## src/rtl/core/bresl_pkg.sv

```systemverilog
`timescale 1ns / 1ps

package bresl_pkg;

  // Fixed field widths.
  localparam int ADDR_W      = 32;
  localparam int SIZE_W      = 9;
  localparam int COLOUR_W    = 16;
  localparam int CFG_INDEX_W = 2;
  localparam int CFG_DATA_W  = 32;

  // Command codes carried in the cmd field.
  localparam logic CMD_LOAD = 1'b0;
  localparam logic CMD_STEP = 1'b1;

  // Configuration register indexes.
  localparam logic [CFG_INDEX_W-1:0] REG_FRAME_BASE    = 2'd0;
  localparam logic [CFG_INDEX_W-1:0] REG_SCREEN_WIDTH  = 2'd1;
  localparam logic [CFG_INDEX_W-1:0] REG_SCREEN_HEIGHT = 2'd2;

  // Reset values of the screen size registers.
  localparam logic [SIZE_W-1:0] RESET_SCREEN_WIDTH  = 9'd320;
  localparam logic [SIZE_W-1:0] RESET_SCREEN_HEIGHT = 9'd240;

  // Control flags of the line walk.
  typedef struct packed {
    logic active;
    logic steep;
    logic minor_dir_down;
  } bresl_flags_t;

endpackage

```

## src/rtl/core/bresenham_line_rasterizer.sv

```systemverilog
`timescale 1ns / 1ps

// Bresenham line rasterizer. A load word (cmd 0) latches two signed endpoints
// and a colour and yields no result word; each step word (cmd 1) yields exactly
// one result word carrying the next pixel of the line, its clip flag against
// screen_width and screen_height, its byte address
// frame_base + (y << ROW_SHIFT) + (x << 1) and a last flag on the final pixel.
// A step with no line loaded, or after the last pixel, yields a word with every
// field zero. One input word is taken every clock cycle: the load set-up sits in a
// single combinational pass from the input word to the line state registers, the
// per-pixel error update in one from those registers to the output register, and
// the output register lets a new word in while the previous result is still being
// taken (in_ready is low only when a result is held and out_ready is low).
// Configuration writes take effect at the next edge and must only be made
// while no line word is outstanding.

module bresenham_line_rasterizer import bresl_pkg::*; #(
  parameter int COORD_BITS = 10,
  parameter int ROW_SHIFT  = 10
) (
  input  logic                         clk,
  input  logic                         rst,
  input  logic                         cfg_we,
  input  logic [CFG_INDEX_W-1:0]       cfg_index,
  input  logic [CFG_DATA_W-1:0]        cfg_data,
  input  logic                         in_valid,
  output logic                         in_ready,
  input  logic                         cmd,
  input  logic signed [COORD_BITS-1:0] start_x,
  input  logic signed [COORD_BITS-1:0] start_y,
  input  logic signed [COORD_BITS-1:0] end_x,
  input  logic signed [COORD_BITS-1:0] end_y,
  input  logic [COLOUR_W-1:0]          colour,
  output logic                         out_valid,
  input  logic                         out_ready,
  output logic                         pixel_valid,
  output logic signed [COORD_BITS-1:0] pixel_x,
  output logic signed [COORD_BITS-1:0] pixel_y,
  output logic                         visible,
  output logic [ADDR_W-1:0]            pixel_address,
  output logic [COLOUR_W-1:0]          pixel_colour,
  output logic                         last
);

  // Configuration registers.
  logic [ADDR_W-1:0] frame_base;
  logic [SIZE_W-1:0] screen_width;
  logic [SIZE_W-1:0] screen_height;

  // Line walk state. Only the flags need a reset: the rest is always written
  // by a load before a step reads it.
  bresl_flags_t                 flags;
  logic signed [COORD_BITS-1:0] major_pos;
  logic signed [COORD_BITS-1:0] major_end;
  logic signed [COORD_BITS-1:0] minor_pos;
  logic        [COORD_BITS-1:0] delta_major;
  logic        [COORD_BITS-1:0] delta_minor;
  logic signed [COORD_BITS+1:0] error_term;
  logic        [COLOUR_W-1:0]   line_colour;

  // Outputs of the load set-up.
  bresl_flags_t                 setup_flags;
  logic signed [COORD_BITS-1:0] setup_major_pos;
  logic signed [COORD_BITS-1:0] setup_major_end;
  logic signed [COORD_BITS-1:0] setup_minor_pos;
  logic        [COORD_BITS-1:0] setup_delta_major;
  logic        [COORD_BITS-1:0] setup_delta_minor;
  logic signed [COORD_BITS+1:0] setup_error;

  // Outputs of the pixel step.
  logic signed [COORD_BITS-1:0] step_x;
  logic signed [COORD_BITS-1:0] step_y;
  logic                         step_visible;
  logic [ADDR_W-1:0]            step_address;
  logic                         step_last;
  logic signed [COORD_BITS-1:0] major_next;
  logic signed [COORD_BITS-1:0] minor_next;
  logic signed [COORD_BITS+1:0] error_next;

  logic in_fire;
  logic load_fire;
  logic step_fire;

  assign in_ready  = !out_valid || out_ready;
  assign in_fire   = in_valid && in_ready;
  assign load_fire = in_fire && (cmd == CMD_LOAD);
  assign step_fire = in_fire && (cmd == CMD_STEP);

  bresl_setup #(
    .COORD_BITS (COORD_BITS)
  ) u_setup (
    .start_x     (start_x),
    .start_y     (start_y),
    .end_x       (end_x),
    .end_y       (end_y),
    .flags       (setup_flags),
    .major_pos   (setup_major_pos),
    .major_end   (setup_major_end),
    .minor_pos   (setup_minor_pos),
    .delta_major (setup_delta_major),
    .delta_minor (setup_delta_minor),
    .error_init  (setup_error)
  );

  bresl_step #(
    .COORD_BITS (COORD_BITS),
    .ROW_SHIFT  (ROW_SHIFT)
  ) u_step (
    .flags         (flags),
    .major_pos     (major_pos),
    .major_end     (major_end),
    .minor_pos     (minor_pos),
    .delta_major   (delta_major),
    .delta_minor   (delta_minor),
    .error_term    (error_term),
    .frame_base    (frame_base),
    .screen_width  (screen_width),
    .screen_height (screen_height),
    .x             (step_x),
    .y             (step_y),
    .visible       (step_visible),
    .address       (step_address),
    .is_last       (step_last),
    .major_next    (major_next),
    .minor_next    (minor_next),
    .error_next    (error_next)
  );

  // Configuration writes; an index beyond the register list is ignored.
  always_ff @(posedge clk) begin
    if (rst) begin
      frame_base    <= '0;
      screen_width  <= RESET_SCREEN_WIDTH;
      screen_height <= RESET_SCREEN_HEIGHT;
    end else if (cfg_we) begin
      case (cfg_index)
        REG_FRAME_BASE:    frame_base    <= cfg_data[ADDR_W-1:0];
        REG_SCREEN_WIDTH:  screen_width  <= cfg_data[SIZE_W-1:0];
        REG_SCREEN_HEIGHT: screen_height <= cfg_data[SIZE_W-1:0];
        default: begin
        end
      endcase
    end
  end

  // Control flags and output valid.
  always_ff @(posedge clk) begin
    if (rst) begin
      flags     <= '0;
      out_valid <= 1'b0;
    end else begin
      if (load_fire) begin
        flags <= setup_flags;
      end else if (step_fire && flags.active && step_last) begin
        flags.active <= 1'b0;
      end
      if (step_fire) begin
        out_valid <= 1'b1;
      end else if (out_ready) begin
        out_valid <= 1'b0;
      end
    end
  end

  // Walk state: a load primes it, every step on an active line advances it.
  always_ff @(posedge clk) begin
    if (load_fire) begin
      major_pos   <= setup_major_pos;
      major_end   <= setup_major_end;
      minor_pos   <= setup_minor_pos;
      delta_major <= setup_delta_major;
      delta_minor <= setup_delta_minor;
      error_term  <= setup_error;
      line_colour <= colour;
    end else if (step_fire && flags.active) begin
      minor_pos  <= minor_next;
      error_term <= error_next;
      if (!step_last) begin
        major_pos <= major_next;
      end
    end
  end

  // Result register. A step with no active line gives an all-zero word.
  always_ff @(posedge clk) begin
    if (step_fire) begin
      pixel_valid   <= flags.active;
      pixel_x       <= flags.active ? step_x : '0;
      pixel_y       <= flags.active ? step_y : '0;
      visible       <= flags.active && step_visible;
      pixel_address <= flags.active ? step_address : '0;
      pixel_colour  <= flags.active ? line_colour : '0;
      last          <= flags.active && step_last;
    end
  end

  // A load always leaves a line ready to walk.
  a_load_activates: assert property (@(posedge clk) disable iff (rst)
    load_fire |=> flags.active)
    else $error("load did not activate the line");

  // The last pixel of a line ends the walk.
  a_last_ends_line: assert property (@(posedge clk) disable iff (rst)
    (step_fire && flags.active && step_last) |=> !flags.active)
    else $error("line still active after its last pixel");

  // Every accepted step word produces a result word.
  a_step_gives_word: assert property (@(posedge clk) disable iff (rst)
    step_fire |=> out_valid)
    else $error("step word produced no result");

  // A load word produces no result of its own.
  a_load_no_word: assert property (@(posedge clk) disable iff (rst)
    (load_fire && out_ready) |=> !out_valid)
    else $error("load word produced a result");

  // Flags on a result word are only set for a real line pixel.
  a_flags_need_pixel: assert property (@(posedge clk) disable iff (rst)
    (out_valid && (last || visible)) |-> pixel_valid)
    else $error("pixel flags set on an empty result");

endmodule

```

## src/rtl/core/bresl_setup.sv

```systemverilog
`timescale 1ns / 1ps

module bresl_setup import bresl_pkg::*; #(
  parameter int COORD_BITS = 10
) (
  input  logic signed [COORD_BITS-1:0] start_x,
  input  logic signed [COORD_BITS-1:0] start_y,
  input  logic signed [COORD_BITS-1:0] end_x,
  input  logic signed [COORD_BITS-1:0] end_y,
  output bresl_flags_t                 flags,
  output logic signed [COORD_BITS-1:0] major_pos,
  output logic signed [COORD_BITS-1:0] major_end,
  output logic signed [COORD_BITS-1:0] minor_pos,
  output logic        [COORD_BITS-1:0] delta_major,
  output logic        [COORD_BITS-1:0] delta_minor,
  output logic signed [COORD_BITS+1:0] error_init
);

  localparam int DW = COORD_BITS + 1;

  logic signed [DW-1:0] dx;
  logic signed [DW-1:0] dy;
  logic signed [DW-1:0] ndx;
  logic signed [DW-1:0] ndy;
  logic [COORD_BITS-1:0] adx;
  logic [COORD_BITS-1:0] ady;
  logic steep;
  logic swap;
  logic signed [COORD_BITS-1:0] a0;
  logic signed [COORD_BITS-1:0] b0;
  logic signed [COORD_BITS-1:0] a1;
  logic signed [COORD_BITS-1:0] b1;
  logic signed [COORD_BITS-1:0] minor_end;

  always_comb begin
    dx  = {end_x[COORD_BITS-1], end_x} - {start_x[COORD_BITS-1], start_x};
    dy  = {end_y[COORD_BITS-1], end_y} - {start_y[COORD_BITS-1], start_y};
    ndx = -dx;
    ndy = -dy;
    adx = dx[DW-1] ? ndx[COORD_BITS-1:0] : dx[COORD_BITS-1:0];
    ady = dy[DW-1] ? ndy[COORD_BITS-1:0] : dy[COORD_BITS-1:0];
    steep = ady > adx;

    a0 = steep ? start_y : start_x;
    b0 = steep ? start_x : start_y;
    a1 = steep ? end_y   : end_x;
    b1 = steep ? end_x   : end_y;

    // Order the endpoints so the major coordinate runs upward.
    swap      = a0 > a1;
    major_pos = swap ? a1 : a0;
    major_end = swap ? a0 : a1;
    minor_pos = swap ? b1 : b0;
    minor_end = swap ? b0 : b1;

    delta_major = steep ? ady : adx;
    delta_minor = steep ? adx : ady;
    error_init  = -$signed({3'b000, delta_major[COORD_BITS-1:1]});

    flags.active         = 1'b1;
    flags.steep          = steep;
    flags.minor_dir_down = !(minor_pos < minor_end);
  end

endmodule

```

## src/rtl/core/bresl_step.sv

```systemverilog
`timescale 1ns / 1ps

module bresl_step import bresl_pkg::*; #(
  parameter int COORD_BITS = 10,
  parameter int ROW_SHIFT  = 10
) (
  input  bresl_flags_t                 flags,
  input  logic signed [COORD_BITS-1:0] major_pos,
  input  logic signed [COORD_BITS-1:0] major_end,
  input  logic signed [COORD_BITS-1:0] minor_pos,
  input  logic        [COORD_BITS-1:0] delta_major,
  input  logic        [COORD_BITS-1:0] delta_minor,
  input  logic signed [COORD_BITS+1:0] error_term,
  input  logic        [ADDR_W-1:0]     frame_base,
  input  logic        [SIZE_W-1:0]     screen_width,
  input  logic        [SIZE_W-1:0]     screen_height,
  output logic signed [COORD_BITS-1:0] x,
  output logic signed [COORD_BITS-1:0] y,
  output logic                         visible,
  output logic        [ADDR_W-1:0]     address,
  output logic                         is_last,
  output logic signed [COORD_BITS-1:0] major_next,
  output logic signed [COORD_BITS-1:0] minor_next,
  output logic signed [COORD_BITS+1:0] error_next
);

  localparam int CMP_W = (COORD_BITS > SIZE_W ? COORD_BITS : SIZE_W) + 1;

  logic signed [COORD_BITS+1:0] error_sum;
  logic                         move;
  logic [ADDR_W-1:0]            x_ext;
  logic [ADDR_W-1:0]            y_ext;
  logic [CMP_W-1:0]             x_cmp;
  logic [CMP_W-1:0]             y_cmp;
  logic [CMP_W-1:0]             w_cmp;
  logic [CMP_W-1:0]             h_cmp;

  always_comb begin
    x = flags.steep ? minor_pos : major_pos;
    y = flags.steep ? major_pos : minor_pos;
    is_last = major_pos >= major_end;

    x_ext   = {{(ADDR_W-COORD_BITS){x[COORD_BITS-1]}}, x};
    y_ext   = {{(ADDR_W-COORD_BITS){y[COORD_BITS-1]}}, y};
    address = frame_base + (y_ext << ROW_SHIFT) + (x_ext << 1);

    x_cmp = {{(CMP_W-COORD_BITS){1'b0}}, x};
    y_cmp = {{(CMP_W-COORD_BITS){1'b0}}, y};
    w_cmp = {{(CMP_W-SIZE_W){1'b0}}, screen_width};
    h_cmp = {{(CMP_W-SIZE_W){1'b0}}, screen_height};
    visible = !x[COORD_BITS-1] && !y[COORD_BITS-1] && (x_cmp < w_cmp) && (y_cmp < h_cmp);

    // The minor coordinate moves when the error reaches zero or more.
    error_sum  = error_term + $signed({2'b00, delta_minor});
    move       = !error_sum[COORD_BITS+1];
    minor_next = !move ? minor_pos :
                 (flags.minor_dir_down ? minor_pos - 1'b1 : minor_pos + 1'b1);
    error_next = move ? error_sum - $signed({2'b00, delta_major}) : error_sum;
    major_next = major_pos + 1'b1;
  end

endmodule

```

## config.mk

```make
export PLATFORM = sky130hd
export DESIGN_NAME = bresenham_line_rasterizer
export DESIGN_NICKNAME = d
export VERILOG_FILES = /design/src/rtl/core/bresl_pkg.sv /design/src/rtl/core/bresenham_line_rasterizer.sv /design/src/rtl/core/bresl_setup.sv /design/src/rtl/core/bresl_step.sv
export SDC_FILE = /design/constraint.sdc
export NUM_CORES = 1
export LEC_CHECK = 0
export ABC_AREA = 1
export BUFFER_PORTS_ARGS = -buffer_cell sky130_fd_sc_hd__buf_2
export CORE_MARGIN = 3
export CORE_UTILIZATION = 41
export CTS_BUF_LIST = sky130_fd_sc_hd__clkbuf_8
export DETAILED_ROUTE_END_ITERATION = 12
export GPL_TIMING_DRIVEN = 0
export PLACE_DENSITY_LB_ADDON = 0.1
export SYNTH_ARGS = -nofsm -noshare
export SYNTH_HDL_FRONTEND = slang
export SYNTH_HIERARCHICAL = 1
export SYNTH_SLANG_ARGS = --single-unit
```

## constraint.sdc

```tcl
create_clock -name clk -period 7.6 [get_ports clk]
set_input_delay 1.52 -clock clk [delete_from_list [all_inputs] [get_ports clk]]
set_output_delay 1.52 -clock clk [all_outputs]
set_load 0.02 [all_outputs]
```

==> impl_metrics.ini <==
[worst_setup_path]
timing.rr.start = flags[1]
worstSetupStartpointType = primary input
crit_path_start = end_y[0]
crit_path_end_kind = flop
cp_num_buf_inv = 8
crit_slowest_cell = fa_2
path_delay_family = simple AND/OR/NAND/NOR gates
critPathKind = primary input to flop
crit_fanout = 10
crit_path_max_incr_delay_ps = 550
critPathRequiredTime_ps = 8060
critPathMostFrequentCell = nand2_1
worstPathArrival_ps = 7570

[clock_tree]
cts_tree = built
cts_root_buffer = clkbuf_8
cts_max_path_buffers = 3
clock_latency_ps = 580
cts_buffers = 39
path_clk_slew_ps = 60
ctsHtreeMaxLevel = 2
cts.sinks = 203
hold_buffers = 0

[route]
first_pass_iters = 5
drc_errors = 0
vias = 15700
vias_per_cell = 4.99
avgRoutedWirePerCell_um = 16.4
detail-route-antenna-nets = 0
drt_first_iter_violations = 896
finalWirelength_um = 51600

[placed_design]
dp_hpwl_um = 42900
routabilityCongestion = 0.922
dp_cells = 3068
io_buffers = 168

[global_route]
grt_antenna_before_repair = 0
grt_pass1_vias = 15100
grt_pass1_wl_um = 80700
globalRouteOverflowTotal = 0
grt_max_degree = 56
grt_usage_pct = 23.2

[timing]
relSlewSlack_pct = 8.94
period_minus_slack_ps = 7100
slew_viol_final = 0
timing.final.crit_share_pct = 93.4
rsz0062_at_grt = no
final_hold_viol_count = 0
timing.fmax_mhz = 141
tightest_slew_ps = 1350
setup_viol = 0
skew_ps = 36.9
tns_ps = 0

[logic_synthesis]
synth_nets = 2632
yosysTopAreaCellShare_pct = 26.2
synth_area_leaders = edfxtp_1 26%, nand2_1 17%, ha_1 11%
ys_warn_count = 6
yosys-top-cells-count = 755 x nand2_1, 345 x inv_1, 182 x nor2_1, 177 x o21ai_0, 149 x edfxtp_1
synth_seq_cells = 203
netlist_area_um2 = 17100
synth_cells = 2364
synth-seq-area-share_pct = 32.5
synth.distinct_cells = 50
syn_area_per_cell_um2 = 7.22
yosysMostFrequentCell = nand2_1
synth-async-reset-ratio_pct = 0
synth_area_leader_cell = edfxtp_1
synth-edff-count = 149
synth_ff_type = edfxtp_1

[power]
vdd_drop_max_uv = 269
leakage_nw = 10.2
p_per_area_nw_per_um2 = 376

[finish]
fin_nets = 2846
fin_cells = 3140
nFillCells = 4247
drive_above_1_share_pct = 16.2
area_delta_synth_final_pct = 15.0

[floorplan]
die_h_um = 210
io_pins = 169
num_rows = 74
dieWidth_um = 210
die_area_um2 = 44100
core_um2 = 41000
initial_core_util_pct = 41.6

[flow_run]
max-cap-violations = 0

[hold_path]
min_path_type = flop to flop
hp-start = flags[2]

[status]
status = complete, no violations
[per-layer routing]
| metal | up-vias | part of all wire [%] | wire [um] | track usage [%] |
|---|---|---|---|---|
| li1 | 8032 | - | - | - |
| met1 | 7164 | 48 | 24900 | 32.7 |
| met2 | 402 | 44 | 22700 | 37.1 |
| met3 | 71 | 5.3 | 2730 | 3.48 |
| met4 | 0 | 2.5 | 1280 | 6.70 |
| met5 | - | 0 | 0 | 0 |
[cell families after synthesis]
family                     synth area share, %
and+or+nand+nor                           30.8
buffers and inverters                     10.3
AOI/OAI and AO/OA                         9.74
DFF                                       32.5
adders and majority gates                 13.8
xor gates and xnor gates                  2.82
other                                   0.0220
[final timing paths]
kind / end / slack (ps) / cells past startpoint
setup / recovery: flags[0] / 500 / 45
hold reg to reg: pixel_valid / 430 / 0
setup reg to reg: pixel_address[31] / 3450 / 16
hold / removal: pixel_valid / 430 / 0
[power by group]
group	total, W	switching [W]	leakage, nW	internal (W)
registers	0.00150	0.0000820	1.87	0.00142
clock network	0.00105	0.000471	0.448	0.000578
logic	0.00484	0.00316	7.91	0.00168
[cell usage in the layout, fill, tap and decap left out, types with 4 or more instances in the layout]
cell type	count
nand3_2	20
buf_12	4
buf_2	185
o21ai_2	28
a21oi_1	80
buf_6	13
o21ai_0	152
dfxtp_1	54
nand3b_1	6
xor2_1	44
buf_4	9
o21bai_1	9
nand3_1	131
inv_1	361
nand3_4	6
nor2_1	175
nand2_2	33
o21ai_1	12
clkbuf_1	11
edfxtp_1	149
clkbuf_8	42
inv_2	16
ha_1	145
nor3_1	12
nor2_2	9
nor2_4	6
fa_1	25
clkbuf_2	4
xnor2_1	11
nand2_1	750
o21a_1	4
nand2_4	17
nand4_1	33
a21oi_2	5
clkinv_1	6
[through the flow]
stage          cell area (um^2)  setup WS, ps  hold WS (ps)  total power [W]  util [%]
3_3_place_gp              18600         -1120           414          0.00612      45.3
6_report                  19600           499           435          0.00739      47.9
2_1_floorplan             17100           461           403          0.00494         -
4_1_cts                   19500          10.5           436          0.00732      47.4
3_5_place_dp              18700         -1220           422          0.00618      45.6
5_1_grt                   19600          30.7           451          0.00814      47.9
[what timing repair did]
item	4_1_cts	5_1_grt
setup endpoints to repair	1	1
resized for setup	29	57
buffers inserted	0	1
cloned	0	0
pin swaps	0	5
[state kept, by name (all words and copies together) (netlist names), 12 cells and up]
register,flops
line_colour,16
pixel_address,32
error_term,12
pixel_colour,16
frame_base,32
[final cells by class]
| class | instances | area [um^2] | area share (%) |
|---|---|---|---|
| Tap cell | 532 | 666 | 3.39 |
| Inverter | 362 | 1360 | 6.92 |
| Buffer | 60 | 445 | 2.27 |
| Antenna cell | 1 | 2.50 | 0.0127 |
| Multi-Input combinational cell | 1739 | 9940 | 50.6 |
| Clock inverter | 28 | 171 | 0.873 |
| Timing Repair Buffer | 173 | 931 | 4.74 |
| Sequential cell | 203 | 5560 | 28.3 |
| Clock buffer | 42 | 578 | 2.94 |
Power figures use the tool's default switching activity.
